$ cat src/rtl/etos_pkg.sv
`timescale 1ns / 1ps
// ----------------------------------------------------------------------------
// etos_pkg: shared types and constants of the escape-time orbit step
// Holds the configuration register indexes, bailout mode codes, default
// parameter values and the stage control struct.
// ----------------------------------------------------------------------------
package etos_pkg;

	// default geometry of the fixed-point coordinates
	localparam int unsigned FRAC_BITS_DEF   = 28;
	localparam int unsigned COORD_WIDTH_DEF = 32;

	// squared measures and the escape limit are 36-bit unsigned
	localparam int unsigned MAG_WIDTH = 36;
	localparam logic [MAG_WIDTH-1:0] MAG_MAX = {MAG_WIDTH{1'b1}};
	localparam logic [MAG_WIDTH-1:0] LIMIT_RESET = 36'h0_4000_0000;

	// configuration register indexes
	localparam int unsigned CFG_IDX_WIDTH = 1;
	typedef enum logic [CFG_IDX_WIDTH-1:0] {
		REG_BAILOUT_MODE = 1'b0,
		REG_ESCAPE_LIMIT = 1'b1
	} cfg_reg_t;

	// bailout test codes; the unused code acts as modulus
	localparam int unsigned MODE_WIDTH = 3;
	typedef enum logic [MODE_WIDTH-1:0] {
		BAIL_MODULUS   = 3'd0,
		BAIL_REAL      = 3'd1,
		BAIL_IMAG      = 3'd2,
		BAIL_OR        = 3'd3,
		BAIL_AND       = 3'd4,
		BAIL_MANHATTAN = 3'd5,
		BAIL_MANH_RAW  = 3'd6
	} bail_mode_t;

	// load enables for the two register stages inside one datapath unit
	typedef struct packed {
		logic first;
		logic second;
	} etos_adv_t;

endpackage

$ cat src/rtl/etos_cfg_regs.sv
`timescale 1ns / 1ps
// ----------------------------------------------------------------------------
// etos_cfg_regs: configuration registers
// Bailout mode and escape limit, written through a plain write port.
// ----------------------------------------------------------------------------
module etos_cfg_regs (
	input  logic                                  clk,
	input  logic                                  arst_n,
	input  logic                                  cfg_wr_en,
	input  logic [etos_pkg::CFG_IDX_WIDTH-1:0]    cfg_index,
	input  logic [etos_pkg::MAG_WIDTH-1:0]        cfg_wdata,
	output logic [etos_pkg::MODE_WIDTH-1:0]       mode_q,
	output logic [etos_pkg::MAG_WIDTH-1:0]        limit_q
);
	import etos_pkg::*;

	// register writes
	always_ff @(posedge clk or negedge arst_n) begin
		if (!arst_n) begin
			mode_q  <= BAIL_MODULUS;
			limit_q <= LIMIT_RESET;
		end else if (cfg_wr_en) begin
			case (cfg_index)
				REG_BAILOUT_MODE: mode_q  <= cfg_wdata[MODE_WIDTH-1:0];
				REG_ESCAPE_LIMIT: limit_q <= cfg_wdata;
				default: ;
			endcase
		end
	end

endmodule

$ cat config.mk
export PLATFORM = sky130hd
export DESIGN_NAME = etos_cfg_regs
export DESIGN_NICKNAME = d
export VERILOG_FILES = /design/src/rtl/etos_pkg.sv /design/src/rtl/etos_cfg_regs.sv
export SDC_FILE = /design/constraint.sdc
export NUM_CORES = 1
export LEC_CHECK = 0
export ABC_AREA = 1
export BUFFER_PORTS_ARGS = -buffer_cell sky130_fd_sc_hd__buf_2
export CAP_MARGIN = 20
export CORE_MARGIN = 2
export CORE_UTILIZATION = 45
export DETAILED_ROUTE_END_ITERATION = 12
export PLACE_DENSITY = 0.76
export REMOVE_ABC_BUFFERS = 1
export SLEW_MARGIN = 0
export SYNTH_ARGS = -nofsm -noshare
export SYNTH_HDL_FRONTEND = slang
export SYNTH_SLANG_ARGS = --single-unit
$ cat constraint.sdc
create_clock -name clk -period 0.8 [get_ports clk]
set_input_delay 0 -clock clk [delete_from_list [all_inputs] [get_ports clk]]
set_output_delay 0 -clock clk [all_outputs]
set_load 0.01 [all_outputs]
==> results_dict.tcl, run 1 <==
set metrics [dict create \
    cp_top_family "flip-flops" \
    clk_path_buf_depth 2 \
    ys_types 11 \
    maxCapViolations 0 \
    synth_edf_count 0 \
    postPlaceCellArea_sq_um 2054 \
    critPathBufInv 1 \
    min_path_type "primary input to flip-flop" \
    synth.avg_cell_area_sq_um 9.710 \
    antenna_cells 0 \
    drive_above_1_share 0.4013 \
    fin_crit_sh 1.153 \
    skew_ns 0 \
    critPathKind "flip-flop to output port" \
    multiInputGateArea_sq_um 518.0 \
    fmax_mhz 1084 \
    cts_inserted_buffers 5 \
    yosysWarnings 0 \
    final_antenna_net_count 0 \
    grt_pass1_vias 1599 \
    layout.nets 353 \
    hold_slack_ns 0.05953 \
    drc 0 \
    period_needed_ns 0.9223 \
    clock_latency_ns 0.29 \
    seq_area_frac_synth 0.5885 \
    dieArea_sq_um 4191 \
    post_drt_wl_per_cell_microns 12.69 \
    synthArstFlopShare 1.000 \
    nFillCells 255 \
    h-tree-depth 2 \
    post-place-ws_ns 0.1151 \
    root_buffer "clkbuf_8" \
    layout.cells.non_filler 362 \
    area_delta_synth_final_pct 64.36 \
    start_util 0.4604 \
    clkTransAtPathRegs_ns 0.07 \
    crit_arrival_ns 0.92 \
    ir_drop_mv 1.152 \
    grt_use_total 0.2229 \
    place_inst 294 \
    die_h_microns 64.74 \
    wl_microns 4592 \
    io_pins 79 \
    critPathMaxStageDelay_ns 0.54 \
    io_buffers 78 \
    synth_flop_cell "dfrtp_1" \
    drt_iter0_drc 107 \
    synth_top_area_frac 0.5727 \
    layout_setup_ws_ns -0.1223 \
    rsz0062_at_grt "true" \
    outcome "finished, violations left" \
    critPathSlowestCell "dfstp_2" \
    core_sq_um 3606 \
    start_kind "flip-flop" \
    endpoint_kind "output port" \
    synth_largest_area_cell "dfrtp_1" \
    grt_pass1_wl_microns 7148 \
    relSlewSlack 0.8617 \
    total_leakage_power_nw 1.538 \
    die_w_microns 64.74 \
    rrSetupSlack_ns 0 \
    crit_fanout 2 \
    stdcell_area_sq_um 2729 \
    synth_seq_cells 39 \
    grt_max_degree 40 \
    violations "negative setup slack" \
    worstMarginPinSlew_ns 0.2074 \
    overflow 0 \
    cp_data_required_time_ns 0.80 \
    synthCells 171 \
    hold_viol 0 \
    regArea_sq_um 977.2 \
    synth_area_sq_um 1660 \
    firstDrtPassIters 4 \
    dp_hpwl_microns 2510 \
    synthTopCellsByArea "dfrtp_1 (57%), nand2_1 (17%), nand3_1 (12%), buf_12 (3.6%), buf_6 (2.7%)" \
    gp_congestion 0.7256 \
    cts_tree "built" \
    synth_most_common_cell "nand2_1" \
    maxSlewViolCount 0 \
    yosys-top-cells-count "nand2_1 (73), nand3_1 (39), dfrtp_1 (38), nand2_2 (6), buf_6 (4)" \
    cts.sinks 39 \
    rows 22 \
    power_density_nw_per_um2 1882 \
    vias_per_cell 4.610 \
    finalSetupViolations 37 \
    vias 1669 \
    cp_cell_sequence "buf_6" \
    antenna_found_initial 0 \
]
sequential cells by signal, indices dropped and copies added, names as in the netlist:
register	cells
mode_q	3
limit_q	36
worst reg2reg max path, cell delays in order, from the launching register on:
cell and delay (ns):
dfstp_2 0.54, buf_4 0.10, nand2_1 0.04, nand2_1 0.06
cell families after synthesis:
group	count (synthesis)	share of synthesized area
buf+inv	13	0.09947
flops	39	0.5885
simple gates	119	0.3120
cells in the final DEF, fill, tap and decap left out:
cell type       n
buf_6           5
dlygate4sd3_1  37
nand2_4         1
nand2_2         6
nand3_1        39
buf_12          3
buf_4          29
inv_2           1
clkbuf_8        7
clkbuf_1        1
dfrtp_1        38
nand2_1        73
buf_2          73
dfstp_2         1
timing repair:
action | in CTS | in global routing
buffers inserted | 13 | 10
hold endpoints to repair | 78 | 0
pin swaps | 0 | 0
setup endpoints to repair | 39 | 39
hold buffers | 37 | 0
gates resized for setup | 1 | 4
per-stage QoR:
stage / TNS (ns) / power, W / util
finish: -0.5823 / 0.005135 / 0.7568
global route: -1.937 / 0.005421 / 0.7568
CTS: -0.8235 / 0.005014 / 0.7290
floorplan: 0 / 0.002751 / -
detailed placement: 0 / 0.003311 / 0.5697
global placement: 0 / 0.003290 / 0.5697
metal layers:
metal | up-vias | share of wire | GRT usage
li1 | 824 | - | -
met1 | 778 | 0.41 | 0.2632
met2 | 59 | 0.53 | 0.3930
met3 | 8 | 0.051 | 0.06076
met4 | 0 | 0.015 | 0.06915
met5 | - | 0 | 0
final timing paths:
check	startpoint	to	cells past startpoint
worst max-delay path	limit_q[30]$_DFFE_PN1P_	limit_q[30]	1
worst max register to register	limit_q[30]$_DFFE_PN1P_	limit_q[30]$_DFFE_PN1P_	3
worst min-delay path	cfg_index	limit_q[26]$_DFFE_PN0P_	3
worst min register to register	limit_q[0]$_DFFE_PN0P_	limit_q[0]$_DFFE_PN0P_	2
min in group asynchronous	arst_n	limit_q[10]$_DFFE_PN0P_	3
max in group asynchronous	arst_n	limit_q[30]$_DFFE_PN1P_	3
where the power goes:
| group | switching [W] | total [W] | internal (W) | leakage (nW) |
|---|---|---|---|---|
| registers | 0.000141 | 0.00236 | 0.00222 | 0.481 |
| clock network | 0.000660 | 0.00145 | 0.000787 | 0.0515 |
| logic | 0.000601 | 0.00132 | 0.000723 | 1.01 |
layout make-up:
class,instances,area share
Multi-Input combinational cell,119,0.1898
Tap cell,48,0.02201
Clock buffer,8,0.03668
Timing Repair Buffer,147,0.3920
Sequential cell,39,0.3581
Inverter,1,0.001376
Note: power is estimated with default switching activity, not from simulation.
==> inputs of run 2 (changes only) <==
--- a/config.mk
+++ b/config.mk
@@ -11,6 +11,7 @@
 export CORE_MARGIN = 2
 export CORE_UTILIZATION = 45
 export DETAILED_ROUTE_END_ITERATION = 12
+export GPL_TIMING_DRIVEN = 0
 export PLACE_DENSITY = 0.76
 export REMOVE_ABC_BUFFERS = 1
 export SLEW_MARGIN = 0
==> constraint.sdc (replaced) <==
create_clock -name clk -period 0.9 [get_ports clk]
set_input_delay 0 -clock clk [delete_from_list [all_inputs] [get_ports clk]]
set_output_delay 0 -clock clk [all_outputs]
set_load 0.01 [all_outputs]
==> results_dict.tcl, run 2 (synthesis results as in run 1) <==
set metrics [dict create \
    hold_viol 38 \
    h-tree-depth 2 \
    top_regs "limit_q: 36 flops, mode_q: 3 flops" \
    critPathSlowestCell "dfstp_2" \
    crit_arrival_ns 0.91 \
    core_sq_um 3606 \
    overflow 0 \
    cp_data_required_time_ns 0.90 \
    worstMarginPinSlew_ns 0.8241 \
    start_util 0.4604 \
    hold_slack_ns -0.1839 \
    drive_above_1_share 0.3274 \
    grt_use_total 0.2055 \
    clkTransAtPathRegs_ns 0.07 \
    relSlewSlack 0.4506 \
    maxCapViolations 0 \
    rows 22 \
    fin_util 0.6659 \
    ir_drop_mv 1.123 \
    multiInputGateArea_sq_um 518.0 \
    grt_pass1_wl_microns 6658 \
    p_comb_frac 0.220 \
    layout_common_cells "buf_2 (75), nand2_1 (73), nand3_1 (39)" \
    cts_inserted_buffers 5 \
    cp_cell_sequence "buf_6" \
    skew_ns 0 \
    regArea_sq_um 977.2 \
    min_path_type "primary input to asynchronous set/reset pin" \
    vias 1523 \
    outcome "finished, violations left" \
    cts.sinks 39 \
    drc 0 \
    fin_crit_sh 1.008 \
    dieArea_sq_um 4191 \
    violations "negative hold slack, negative setup slack" \
    period_needed_ns 0.9072 \
    drt_iter0_drc 49 \
    layout_setup_ws_ns -0.007230 \
    largest_register_ff_count 36 \
    total_leakage_power_nw 1.344 \
    die_w_microns 64.74 \
    sw_frac_of_total 0.2716 \
    place_inst 285 \
    gp_congestion 0.6312 \
    endpoint_kind "output port" \
    cts_tree "built" \
    root_buffer "clkbuf_8" \
    dp_hpwl_microns 2137 \
    antenna_found_initial 0 \
    nFillCells 302 \
    io_buffers 78 \
    layout.cells.non_filler 329 \
    grt_pass1_vias 1544 \
    post_drt_wl_per_cell_microns 11.87 \
    clkPwrFrac 0.263 \
    p_switching_w 0.001099 \
    clk_path_buf_depth 2 \
    vias_per_cell 4.629 \
    die_h_microns 64.74 \
    wl_microns 3905 \
    area_delta_synth_final_pct 44.61 \
    antenna_cells 0 \
    start_kind "flip-flop" \
    crit_fanout 2 \
    critPathBufInv 1 \
    final_antenna_net_count 0 \
    maxSlewViolCount 0 \
    firstDrtPassIters 5 \
    layout.nets 320 \
    io_pins 79 \
    finalSetupViolations 1 \
    postCtsHoldBufs 36 \
    fmax_mhz 1102 \
    grt_max_degree 42 \
    critPathKind "flip-flop to output port" \
    cp_top_family "flip-flops" \
    final_common_cell "buf_2" \
    power.total_w 0.004048 \
    p_int_w 0.002948 \
    fin_tns_setup_ns -0.007230 \
    regMostFlops "limit_q" \
    critPathMaxStageDelay_ns 0.54 \
    clock_latency_ns 0.28 \
    p_seq_frac 0.516 \
    power_density_nw_per_um2 1686 \
    rsz0062_at_grt "true" \
]
## run 2: repair_timing
action,in CTS,in global routing
endpoints found under the setup margin,37,1
buffers inserted,0,0
hold endpoints to repair,77,38
gates resized for setup,3,0
pin swaps,0,0
## run 2: power groups by stage
| stage | sequential (W) | clock (W) | combinational (W) |
|---|---|---|---|
| floorplan | 0.00223 | 0 | 0.000214 |
| global placement | 0.00211 | 0 | 0.000752 |
| detailed placement | 0.00211 | 0 | 0.000766 |
| CTS | 0.00209 | 0.00111 | 0.000892 |
| global route | 0.00212 | 0.00120 | 0.00100 |
| finish | 0.00209 | 0.00107 | 0.000892 |
## run 2: layout make-up
class	instances	share of cell area
well taps	48	0.02501
repair buffers	114	0.3174
flip-flops and latches	39	0.4070
clock buffers	8	0.03335
multi-input cells	119	0.2157
inverters	1	0.001563
## run 2: per-stage QoR
| stage | setup WS [ns] | cell area, sq um |
|---|---|---|
| 2_1_floorplan | 0.1969 | 1499 |
| 3_3_place_gp | -0.5012 | 1949 |
| 3_5_place_dp | -0.4789 | 1949 |
| 4_1_cts | -0.01146 | 2401 |
| 5_1_grt | -0.04397 | 2401 |
| 6_report | -0.007230 | 2401 |
## run 2: worst paths after layout
kind	start	to	slack, ns	depth (start not counted)
max	limit_q[30]$_DFFE_PN1P_	limit_q[30]	-0.007	1
min	arst_n	limit_q[10]$_DFFE_PN0P_	-0.18	1
max reg2reg	limit_q[30]$_DFFE_PN1P_	limit_q[30]$_DFFE_PN1P_	0.17	2
min reg2reg	limit_q[3]$_DFFE_PN0P_	limit_q[3]$_DFFE_PN0P_	0.47	2
max in group asynchronous	arst_n	limit_q[15]$_DFFE_PN0P_	0.56	1
min in group clk	cfg_wr_en	limit_q[10]$_DFFE_PN0P_	0.18	3
## run 2: routing by layer
layer | wire (microns) | vias to the layer above | part of all wire | GRT usage
met5 | 0 | - | 0 | 0
met2 | 2029 | 52 | 0.52 | 0.3879
met4 | 43 | 0 | 0.011 | 0.06383
li1 | - | 759 | - | -
met3 | 197 | 7 | 0.050 | 0.04340
met1 | 1635 | 705 | 0.42 | 0.2283
